==> src/hdl/rrhp_pkg.sv <==
// ----------------------------------------------------------------------------
// rrhp_pkg
// Types and constants shared by the request header parser modules.
// ----------------------------------------------------------------------------
package rrhp_pkg;

  localparam logic [7:0] CHAR_STAR   = 8'h2A;
  localparam logic [7:0] CHAR_DOLLAR = 8'h24;
  localparam logic [7:0] CHAR_MINUS  = 8'h2D;
  localparam logic [7:0] CHAR_ZERO   = 8'h30;
  localparam logic [7:0] CHAR_NINE   = 8'h39;
  localparam logic [7:0] CHAR_CR     = 8'h0D;
  localparam logic [7:0] CHAR_LF     = 8'h0A;

  // Verdict error codes.
  localparam logic [2:0] ERR_NONE      = 3'd0;
  localparam logic [2:0] ERR_NO_STAR   = 3'd1;
  localparam logic [2:0] ERR_NO_DOLLAR = 3'd2;
  localparam logic [2:0] ERR_BAD_NUM   = 3'd3;
  localparam logic [2:0] ERR_NO_DELIM  = 3'd4;
  localparam logic [2:0] ERR_END_DELIM = 3'd5;

  // Magnitude limits for a 32-bit signed field, at the width of the
  // multiply-by-ten sum.
  localparam int          ACC_W       = 36;
  localparam logic [35:0] LIMIT_POS   = 36'h0_7FFF_FFFF;
  localparam logic [35:0] LIMIT_NEG   = 36'h0_8000_0000;

  localparam int QDEPTH  = 4;
  localparam int QPTR_W  = 2;
  localparam int QCNT_W  = 3;

  localparam int OUT_DATA_W = 112;

  typedef enum logic [2:0] {
    PH_ARR_PREFIX,
    PH_ARR_FIELD,
    PH_CMD_PREFIX,
    PH_CMD_FIELD,
    PH_COMMAND,
    PH_ERROR
  } phase_t;

  typedef enum logic [1:0] {
    ST_START,
    ST_SIGN,
    ST_DIGITS,
    ST_TRAIL
  } stage_t;

  // Everything one input byte produces: an optional command byte and an
  // optional verdict, in that order.
  typedef struct packed {
    logic        has_cmd;
    logic [7:0]  cmd_byte;
    logic        has_verdict;
    logic        success;
    logic [2:0]  fault_code;
    logic [31:0] array_length;
    logic [31:0] command_length;
    logic [30:0] taken;
  } entry_t;

endpackage

==> src/hdl/rrhp_front.sv <==
// ----------------------------------------------------------------------------
// rrhp_front
// Byte parser: walks the header grammar and emits one queue entry for each
// byte that produces output.
// ----------------------------------------------------------------------------
module rrhp_front (
  input  logic             clk,
  input  logic             rst,
  input  logic             take,
  input  logic [7:0]       data_byte,
  input  logic             end_of_message,
  output logic             push,
  output rrhp_pkg::entry_t entry
);

  rrhp_pkg::phase_t phase, phase_upd, phase_next;
  rrhp_pkg::stage_t stage, stage_upd;
  logic        negative, negative_upd;
  logic [31:0] magnitude, magnitude_upd;
  logic        bad, bad_upd;
  logic        saw_cr, saw_cr_upd;
  logic [31:0] array_count, array_count_upd;
  logic [31:0] command_count, command_count_upd;
  logic [30:0] command_taken, command_taken_upd;
  logic [2:0]  error_kind, error_kind_upd;

  logic        is_digit;
  logic [rrhp_pkg::ACC_W-1:0] acc;
  logic        over;
  logic        delim;
  logic        cmd_emit;
  logic [31:0] field_value;

  assign is_digit = (data_byte >= rrhp_pkg::CHAR_ZERO) && (data_byte <= rrhp_pkg::CHAR_NINE);
  // magnitude * 10 + digit as two shifted adds.
  assign acc = {1'b0, magnitude, 3'b000} + {3'b000, magnitude, 1'b0}
             + {32'd0, 4'(data_byte - rrhp_pkg::CHAR_ZERO)};
  assign over = acc > (negative ? rrhp_pkg::LIMIT_NEG : rrhp_pkg::LIMIT_POS);
  assign delim = saw_cr && (data_byte == rrhp_pkg::CHAR_LF);
  assign field_value = negative ? (32'd0 - magnitude) : magnitude;
  assign cmd_emit = (phase == rrhp_pkg::PH_COMMAND) && !command_count[31]
                  && ({1'b0, command_taken} < command_count);

  // Next phase.
  always_comb begin
    phase_upd = phase;
    unique case (phase)
      rrhp_pkg::PH_ARR_PREFIX, rrhp_pkg::PH_CMD_PREFIX: begin
        if (data_byte != ((phase == rrhp_pkg::PH_ARR_PREFIX) ?
                          rrhp_pkg::CHAR_STAR : rrhp_pkg::CHAR_DOLLAR)) begin
          phase_upd = rrhp_pkg::PH_ERROR;
        end else if (end_of_message) begin
          phase_upd = rrhp_pkg::PH_ERROR;
        end else if (phase == rrhp_pkg::PH_ARR_PREFIX) begin
          phase_upd = rrhp_pkg::PH_ARR_FIELD;
        end else begin
          phase_upd = rrhp_pkg::PH_CMD_FIELD;
        end
      end
      rrhp_pkg::PH_ARR_FIELD, rrhp_pkg::PH_CMD_FIELD: begin
        if (delim) begin
          if (bad || end_of_message) begin
            phase_upd = rrhp_pkg::PH_ERROR;
          end else if (phase == rrhp_pkg::PH_ARR_FIELD) begin
            phase_upd = rrhp_pkg::PH_CMD_PREFIX;
          end else begin
            phase_upd = rrhp_pkg::PH_COMMAND;
          end
        end else if (end_of_message) begin
          phase_upd = rrhp_pkg::PH_ERROR;
        end
      end
      rrhp_pkg::PH_COMMAND: phase_upd = rrhp_pkg::PH_COMMAND;
      default: phase_upd = rrhp_pkg::PH_ERROR;
    endcase
    phase_next = end_of_message ? rrhp_pkg::PH_ARR_PREFIX : phase_upd;
  end

  // Field and count updates.
  always_comb begin
    stage_upd         = stage;
    negative_upd      = negative;
    magnitude_upd     = magnitude;
    bad_upd           = bad;
    saw_cr_upd        = saw_cr;
    array_count_upd   = array_count;
    command_count_upd = command_count;
    command_taken_upd = command_taken;
    error_kind_upd    = error_kind;
    case (phase)
      rrhp_pkg::PH_ARR_PREFIX, rrhp_pkg::PH_CMD_PREFIX: begin
        if (data_byte != ((phase == rrhp_pkg::PH_ARR_PREFIX) ?
                          rrhp_pkg::CHAR_STAR : rrhp_pkg::CHAR_DOLLAR)) begin
          error_kind_upd = (phase == rrhp_pkg::PH_ARR_PREFIX) ?
                           rrhp_pkg::ERR_NO_STAR : rrhp_pkg::ERR_NO_DOLLAR;
        end else begin
          stage_upd    = rrhp_pkg::ST_START;
          negative_upd = 1'b0;
          magnitude_upd = 32'd0;
          bad_upd      = 1'b0;
          saw_cr_upd   = 1'b0;
          if (end_of_message) begin
            error_kind_upd = rrhp_pkg::ERR_NO_DELIM;
          end
        end
      end
      rrhp_pkg::PH_ARR_FIELD, rrhp_pkg::PH_CMD_FIELD: begin
        if (delim) begin
          if (bad) begin
            error_kind_upd = rrhp_pkg::ERR_BAD_NUM;
          end else if (end_of_message) begin
            error_kind_upd = rrhp_pkg::ERR_END_DELIM;
          end else if (phase == rrhp_pkg::PH_ARR_FIELD) begin
            array_count_upd = field_value;
          end else begin
            command_count_upd = field_value;
            command_taken_upd = 31'd0;
          end
          stage_upd     = rrhp_pkg::ST_START;
          negative_upd  = 1'b0;
          magnitude_upd = 32'd0;
          bad_upd       = 1'b0;
          saw_cr_upd    = 1'b0;
        end else begin
          case (stage)
            rrhp_pkg::ST_START, rrhp_pkg::ST_SIGN: begin
              if ((stage == rrhp_pkg::ST_START) && (data_byte == rrhp_pkg::CHAR_MINUS)) begin
                negative_upd = 1'b1;
                stage_upd    = rrhp_pkg::ST_SIGN;
              end else if (is_digit) begin
                stage_upd = rrhp_pkg::ST_DIGITS;
                if (!bad) begin
                  if (over) bad_upd = 1'b1;
                  else      magnitude_upd = acc[31:0];
                end
              end else begin
                bad_upd   = 1'b1;
                stage_upd = rrhp_pkg::ST_TRAIL;
              end
            end
            rrhp_pkg::ST_DIGITS: begin
              if (is_digit) begin
                if (!bad) begin
                  if (over) bad_upd = 1'b1;
                  else      magnitude_upd = acc[31:0];
                end
              end else begin
                stage_upd = rrhp_pkg::ST_TRAIL;
              end
            end
            default: stage_upd = stage;
          endcase
          saw_cr_upd = (data_byte == rrhp_pkg::CHAR_CR);
          if (end_of_message) begin
            error_kind_upd = rrhp_pkg::ERR_NO_DELIM;
          end
        end
      end
      rrhp_pkg::PH_COMMAND: begin
        if (cmd_emit) begin
          command_taken_upd = command_taken + 31'd1;
        end
      end
      default: error_kind_upd = error_kind;
    endcase
  end

  // Entry for the queue.
  always_comb begin
    entry = '0;
    entry.has_cmd     = cmd_emit;
    entry.cmd_byte    = cmd_emit ? data_byte : 8'd0;
    entry.has_verdict = end_of_message;
    if (end_of_message) begin
      if (phase_upd == rrhp_pkg::PH_COMMAND) begin
        entry.success        = 1'b1;
        entry.fault_code     = rrhp_pkg::ERR_NONE;
        entry.array_length   = array_count_upd;
        entry.command_length = command_count_upd;
        entry.taken          = command_taken_upd;
      end else begin
        entry.fault_code = (error_kind_upd == rrhp_pkg::ERR_NONE) ?
                           rrhp_pkg::ERR_NO_DELIM : error_kind_upd;
      end
    end
    push = take && (cmd_emit || end_of_message);
  end

  always_ff @(posedge clk) begin
    if (rst || (take && end_of_message)) begin
      phase         <= rrhp_pkg::PH_ARR_PREFIX;
      stage         <= rrhp_pkg::ST_START;
      negative      <= 1'b0;
      magnitude     <= 32'd0;
      bad           <= 1'b0;
      saw_cr        <= 1'b0;
      array_count   <= 32'd0;
      command_count <= 32'd0;
      command_taken <= 31'd0;
      error_kind    <= rrhp_pkg::ERR_NONE;
    end else if (take) begin
      phase         <= phase_next;
      stage         <= stage_upd;
      negative      <= negative_upd;
      magnitude     <= magnitude_upd;
      bad           <= bad_upd;
      saw_cr        <= saw_cr_upd;
      array_count   <= array_count_upd;
      command_count <= command_count_upd;
      command_taken <= command_taken_upd;
      error_kind    <= error_kind_upd;
    end
  end

endmodule

==> src/hdl/rrhp_queue.sv <==
// ----------------------------------------------------------------------------
// rrhp_queue
// Short first-in first-out queue of parser entries between front and back.
// ----------------------------------------------------------------------------
module rrhp_queue (
  input  logic             clk,
  input  logic             rst,
  input  logic             push,
  input  rrhp_pkg::entry_t wr_entry,
  output logic             full,
  input  logic             pop,
  output rrhp_pkg::entry_t rd_entry,
  output logic             empty
);

  rrhp_pkg::entry_t slots [rrhp_pkg::QDEPTH];
  logic [rrhp_pkg::QPTR_W-1:0] wr_ptr;
  logic [rrhp_pkg::QPTR_W-1:0] rd_ptr;
  logic [rrhp_pkg::QCNT_W-1:0] count;

  assign full     = (count == rrhp_pkg::QCNT_W'(rrhp_pkg::QDEPTH));
  assign empty    = (count == '0);
  assign rd_entry = slots[rd_ptr];

  always_ff @(posedge clk) begin
    if (push) begin
      slots[wr_ptr] <= wr_entry;
    end
  end

  always_ff @(posedge clk) begin
    if (rst) begin
      wr_ptr <= '0;
      rd_ptr <= '0;
      count  <= '0;
    end else begin
      if (push) wr_ptr <= wr_ptr + 1'b1;
      if (pop)  rd_ptr <= rd_ptr + 1'b1;
      if (push && !pop) begin
        count <= count + 1'b1;
      end else if (pop && !push) begin
        count <= count - 1'b1;
      end
    end
  end

  a_no_overflow: assert property (@(posedge clk) disable iff (rst)
    push |-> (!full || pop))
    else $error("queue written while full");

  a_no_underflow: assert property (@(posedge clk) disable iff (rst)
    pop |-> !empty)
    else $error("queue read while empty");

  a_count_bound: assert property (@(posedge clk) disable iff (rst)
    count <= rrhp_pkg::QCNT_W'(rrhp_pkg::QDEPTH))
    else $error("queue count beyond depth");

endmodule

==> src/hdl/rrhp_back.sv <==
// ----------------------------------------------------------------------------
// rrhp_back
// Result sequencer: turns each queue entry into its command byte beat, its
// verdict beat or both, in that order, on the output stream.
// ----------------------------------------------------------------------------
module rrhp_back (
  input  logic                            clk,
  input  logic                            rst,
  input  rrhp_pkg::entry_t                head,
  input  logic                            empty,
  output logic                            pop,
  output logic                            m_axis_tvalid,
  input  logic                            m_axis_tready,
  output logic [rrhp_pkg::OUT_DATA_W-1:0] m_axis_tdata,
  output logic [0:0]                      m_axis_tuser,
  output logic                            m_axis_tlast
);

  logic cmd_done;
  logic show_cmd;
  logic beat;

  assign show_cmd      = head.has_cmd && !cmd_done;
  assign m_axis_tvalid = !empty;
  assign beat          = m_axis_tvalid && m_axis_tready;
  assign pop           = beat && (!show_cmd || !head.has_verdict);
  assign m_axis_tuser  = show_cmd ? 1'b0 : 1'b1;
  assign m_axis_tlast  = show_cmd ? !head.has_verdict : 1'b1;

  always_comb begin
    if (show_cmd) begin
      m_axis_tdata = {104'd0, head.cmd_byte};
    end else begin
      m_axis_tdata = {5'd0, head.taken, head.command_length, head.array_length,
                      head.fault_code, head.success, 8'd0};
    end
  end

  always_ff @(posedge clk) begin
    if (rst) begin
      cmd_done <= 1'b0;
    end else if (beat) begin
      cmd_done <= show_cmd && head.has_verdict;
    end
  end

endmodule

==> src/hdl/resp_request_header_parser.sv <==
// ----------------------------------------------------------------------------
// resp_request_header_parser
// Streaming parser for the array and bulk string header of a request.
// ----------------------------------------------------------------------------
// Request bytes enter one per beat on the slave stream, with tlast on the
// final byte. The parser checks for '*', a signed decimal array length and
// CR LF, then '$', a signed decimal command length and CR LF, and then
// forwards up to that many command bytes as result beats with tuser = 0.
// On the final byte it adds a verdict beat (tuser = 1) that carries success
// or an error code and, on success, both lengths and the number of command
// bytes forwarded. A request cut short inside the command is a success.
// The parser takes one byte every cycle; its state update, including the
// shift-and-add multiply by ten, is combinational and registered on each
// accepted byte. Its results go through a four-entry queue to the output
// sequencer, which sends one beat a cycle while tready is high, so a final
// command byte and its verdict leave as two beats. The input stalls only
// while that queue is full, and the parser restarts after each final byte.
// ----------------------------------------------------------------------------
module resp_request_header_parser (
  input  logic                            clk,
  input  logic                            rst,
  input  logic                            s_axis_tvalid,
  output logic                            s_axis_tready,
  // tdata: [7:0] data_byte
  input  logic [7:0]                      s_axis_tdata,
  input  logic                            s_axis_tlast,
  output logic                            m_axis_tvalid,
  input  logic                            m_axis_tready,
  // tdata: [7:0] command_byte, [8] success, [11:9] fault code,
  // [43:12] array_length, [75:44] command_length,
  // [106:76] command_bytes_received, [111:107] zero
  output logic [rrhp_pkg::OUT_DATA_W-1:0] m_axis_tdata,
  // tuser: [0] kind (0 command byte, 1 verdict)
  output logic [0:0]                      m_axis_tuser,
  output logic                            m_axis_tlast
);

  logic             take;
  logic             push;
  logic             full;
  logic             pop;
  logic             empty;
  rrhp_pkg::entry_t wr_entry;
  rrhp_pkg::entry_t head;

  // The front only needs queue room; it does not wait for the output side.
  assign s_axis_tready = !full;
  assign take          = s_axis_tvalid && s_axis_tready;

  rrhp_front u_front (
    .clk            (clk),
    .rst            (rst),
    .take           (take),
    .data_byte      (s_axis_tdata),
    .end_of_message (s_axis_tlast),
    .push           (push),
    .entry          (wr_entry)
  );

  rrhp_queue u_queue (
    .clk      (clk),
    .rst      (rst),
    .push     (push),
    .wr_entry (wr_entry),
    .full     (full),
    .pop      (pop),
    .rd_entry (head),
    .empty    (empty)
  );

  rrhp_back u_back (
    .clk           (clk),
    .rst           (rst),
    .head          (head),
    .empty         (empty),
    .pop           (pop),
    .m_axis_tvalid (m_axis_tvalid),
    .m_axis_tready (m_axis_tready),
    .m_axis_tdata  (m_axis_tdata),
    .m_axis_tuser  (m_axis_tuser),
    .m_axis_tlast  (m_axis_tlast)
  );

endmodule

==> config.mk <==
export PLATFORM = sky130hd
export DESIGN_NAME = resp_request_header_parser
export DESIGN_NICKNAME = d
export VERILOG_FILES = /design/src/hdl/rrhp_pkg.sv /design/src/hdl/rrhp_front.sv /design/src/hdl/rrhp_queue.sv /design/src/hdl/rrhp_back.sv /design/src/hdl/resp_request_header_parser.sv
export SDC_FILE = /design/constraint.sdc
export NUM_CORES = 1
export LEC_CHECK = 0
export BUFFER_PORTS_ARGS = -buffer_cell sky130_fd_sc_hd__clkbuf_2
export CAP_MARGIN = 20
export CORE_AREA = 2 2 217 219
export CTS_CLUSTER_DIAMETER = 120
export DETAILED_ROUTE_END_ITERATION = 16
export DIE_AREA = 0 0 219 221
export PLACE_DENSITY = 0.87
export SYNTH_ARGS = -nofsm -noshare
export SYNTH_HDL_FRONTEND = slang
export SYNTH_SLANG_ARGS = --single-unit
==> constraint.sdc <==
create_clock -name clk -period 7.6 [get_ports clk]
set_clock_uncertainty 0.05 [all_clocks]
set_input_delay 0.38 -clock clk [delete_from_list [all_inputs] [get_ports clk]]
set_output_delay 0.38 -clock clk [all_outputs]
set_load 0.02 [all_outputs]
==> results_dict.tcl <==
set metrics [dict create \
    dp.cells 2932 \
    start_util_pct 61.6 \
    final_layout_size_suffix_gt1_share_pct 14.6 \
    synthSimpleGateAreaFrac_pct 12.6 \
    layout.nets 2532 \
    drt_iter0_markers 2024 \
    wl_um 71800 \
    gp_congestion 0.937 \
    synthAdderAreaFrac_pct 6.04 \
    layout_commonest_cell "edfxtp_1" \
    cp-end-kind "flop" \
    crit_start "u_front.magnitude[0]" \
    area_delta_synth_final_pct 10.1 \
    cts_setup_buffers 0 \
    relSlewSlack_pct 26.3 \
    gr-total-overflow 0 \
    post_cts_resized 0 \
    wire_per_inst_um 23.6 \
    cpMaxStageDelayCell "nor4_4" \
    first_pass_iters 6 \
    synth_compound_area_share_pct 9.91 \
    route.detailed.drc 0 \
    nFillCells 3118 \
    start_kind "flop" \
    cts_buffers 55 \
    synthFlopType "edfxtp_1" \
    r2r_end "u_front.magnitude[14]" \
    async_reset_ff_share_pct 0 \
    cts_max_level 2 \
    synth_top_family_by_area "simple AND/OR/NAND/NOR gates" \
    dieHeight_um 221 \
    die_w_um 219 \
    regToRegSetupSlack_ps 1060 \
    fin_setup_tns_ps 0 \
    clock_sinks 584 \
    track_usage_pct 29.6 \
    finalPower_mw 7.95 \
    grt_pass1_wl_um 111000 \
    muxShareOfSynthArea_pct 9.99 \
    final_core_util_pct 67.8 \
    cpPeakStageDelay_ps 680 \
    ant_nets 0 \
    grt_pass1_vias 19800 \
    powerDensity_nw_per_um2 255 \
    worst_ep_arrival_time_ps 7020 \
    syn_avg_cell_area_um2 12.3 \
    num_rows 79 \
    vias_per_cell 6.53 \
    ctsRootBufferMaster "clkbuf_16" \
    critical_path_depth 18 \
    cp-endpoint "u_front.magnitude[14]" \
    grt_max_degree 73 \
    max-vdd-ir-drop_uv 225 \
    worstPathMaxFanout 26 \
    min_path_type "primary input to flop" \
    cp_cell_sequence "fa_1 -> ha_1 -> a211oi_1 -> o211ai_1 -> a21oi_1 -> o221ai_1 -> a221oi_1 -> xnor2_1 -> ha_1 -> a21oi_1 -> o21ai_0 -> a2111oi_0 -> o311ai_0 -> o21ai_0 -> nand4_1 -> nor4_4 -> buf_12 -> mux2i_1" \
    final_cell_mix "edfxtp_1, nand2_1, nor2_1" \
    finalNonFillerCells 3036 \
    insertion_delay_ps 610 \
    worstMarginPinSlew_ps 1100 \
    placed_area_um2 29600 \
    vias 19800 \
    rsz0062_at_grt "no" \
    cts_tree "built" \
    r2r-start "u_front.magnitude[0]" \
    cp.required_ps 8070 \
    status "completed" \
    antenna_found_initial 1 \
    timing_worst_setup_path_type "flop to flop" \
    cts_buffer_depth 3 \
    critical-path-top-delay-family "compound AO/OA/AOI/OAI gates" \
    r2r_cells 18 \
    die-area_um2 48400 \
    port_buffers 123 \
    synth_cells 2297 \
    period_share_pct 86.1 \
    dp_hpwl_um 47700 \
    yosys_warnings 0 \
    core_area_um2 46100 \
    maxCapViolCount 0 \
    syn-cell-area_um2 28400 \
    synth_seq_cells 584 \
    setup_viol 0 \
    period_minus_slack_ps 6540 \
    hold_violations 0 \
    ys_seq_area_share_pct 56.6 \
    diodes 0 \
    final_cell_area_um2 31200 \
    synth_edf_count 436 \
    holdPathStages 3 \
    cts-hold-fix-buffers 0 \
    cellLeakagePower_nw 11.1 \
    ys_types 70 \
    ios 129 \
    crit_buf_inv 1 \
    max_freq_ghz 0.153 \
    synth_xor_area_share_pct 2.13 \
    slew_violations 0 \
    clk_pin_slew_ps 60 \
]
==> sequential cells by signal (all words and copies together) (netlist names), 3 cells and up, named ones only <==
register / flops
u_queue.slots: 436
u_front.magnitude: 32
u_front.error_kind: 3
u_front.array_count: 32
u_queue.count: 3
u_front.command_taken: 31
u_front.phase: 3
u_front.command_count: 32
==> worst min-delay path by stage <==
stage / start / to / slack (ps)
2_1_floorplan: u_front.array_count[18] / u_front.array_count[18] / 380
3_3_place_gp: u_front.error_kind[2] / u_front.error_kind[2] / 390
3_5_place_dp: u_front.array_count[0] / u_front.array_count[0] / 400
4_1_cts: s_axis_tdata[0] / u_front.magnitude[0] / 30
5_1_grt: s_axis_tdata[0] / u_front.magnitude[0] / 60
6_report: s_axis_tdata[0] / u_front.magnitude[0] / 60
==> kinds of logic (layout without fill, tap and decap cells) <==
| logic type | Yosys count | after routing |
|---|---|---|
| adder cells (fa/ha/maj) | 135 | 135 |
| AO/OA/AOI/OAI | 448 | 448 |
| other | 1 | 5 |
| multiplexers | 148 | 148 |
| XOR/XNOR | 69 | 69 |
| AND/OR/NAND/NOR | 718 | 718 |
| flip-flops | 584 | 584 |
| buffers and inverters | 194 | 322 |
==> where the power goes <==
group | switching (mW) | internal (mW) | total, mW
Sequential | 0.108 | 3.52 | 3.63
Combinational | 1.05 | 0.702 | 1.75
Clock | 1.15 | 1.42 | 2.57
==> cells in the mapped netlist, types with 32 or more instances <==
cell type,n,area (µm²)
a211oi_1,61,458
a21oi_1,142,711
and2_1,137,857
clkbuf_1,99,372
dfxtp_1,148,2960
edfxtp_1,436,13100
ha_1,132,1650
inv_1,66,248
mux2i_1,39,390
mux4_2,108,2430
nand2_1,208,781
nand3_1,36,180
nor2_1,163,612
o21ai_0,103,515
or3_1,32,200
xor2_1,38,333
==> routing by layer <==
metal	GRT usage [%]	wire length (µm)
met4	11.4	2720
met2	50.1	36200
met1	38.6	27800
met3	4.55	5030
met5	0	13
==> cell type report <==
class / instances / area [µm²] / area share (%)
flip-flops and latches: 584 / 16100 / 51.4
multi-input cells: 1523 / 11600 / 37.2
clock buffers: 93 / 1550 / 4.97
repair buffers: 152 / 900 / 2.88
well taps: 607 / 759 / 2.43
inverters: 68 / 255 / 0.817
clock inverters: 9 / 86.3 / 0.276
==> tightest hold or removal path, delay by kind of cell <==
| kind | cells | cell delay, ps |
|---|---|---|
| buffers and inverters | 1 | 150 |
| AND/OR/NAND/NOR | 1 | 80 |
| multiplexers | 1 | 60 |
==> metrics by stage <==
stage | hold WS, ps | worst slack (ps)
finish | 63.7 | 1060
global route | 57.3 | 593
CTS | 29.8 | 1120
detailed placement | 401 | 1150
global placement | 394 | 1390
floorplan | 377 | 2030
Note: power is estimated with default switching activity, not from simulation.
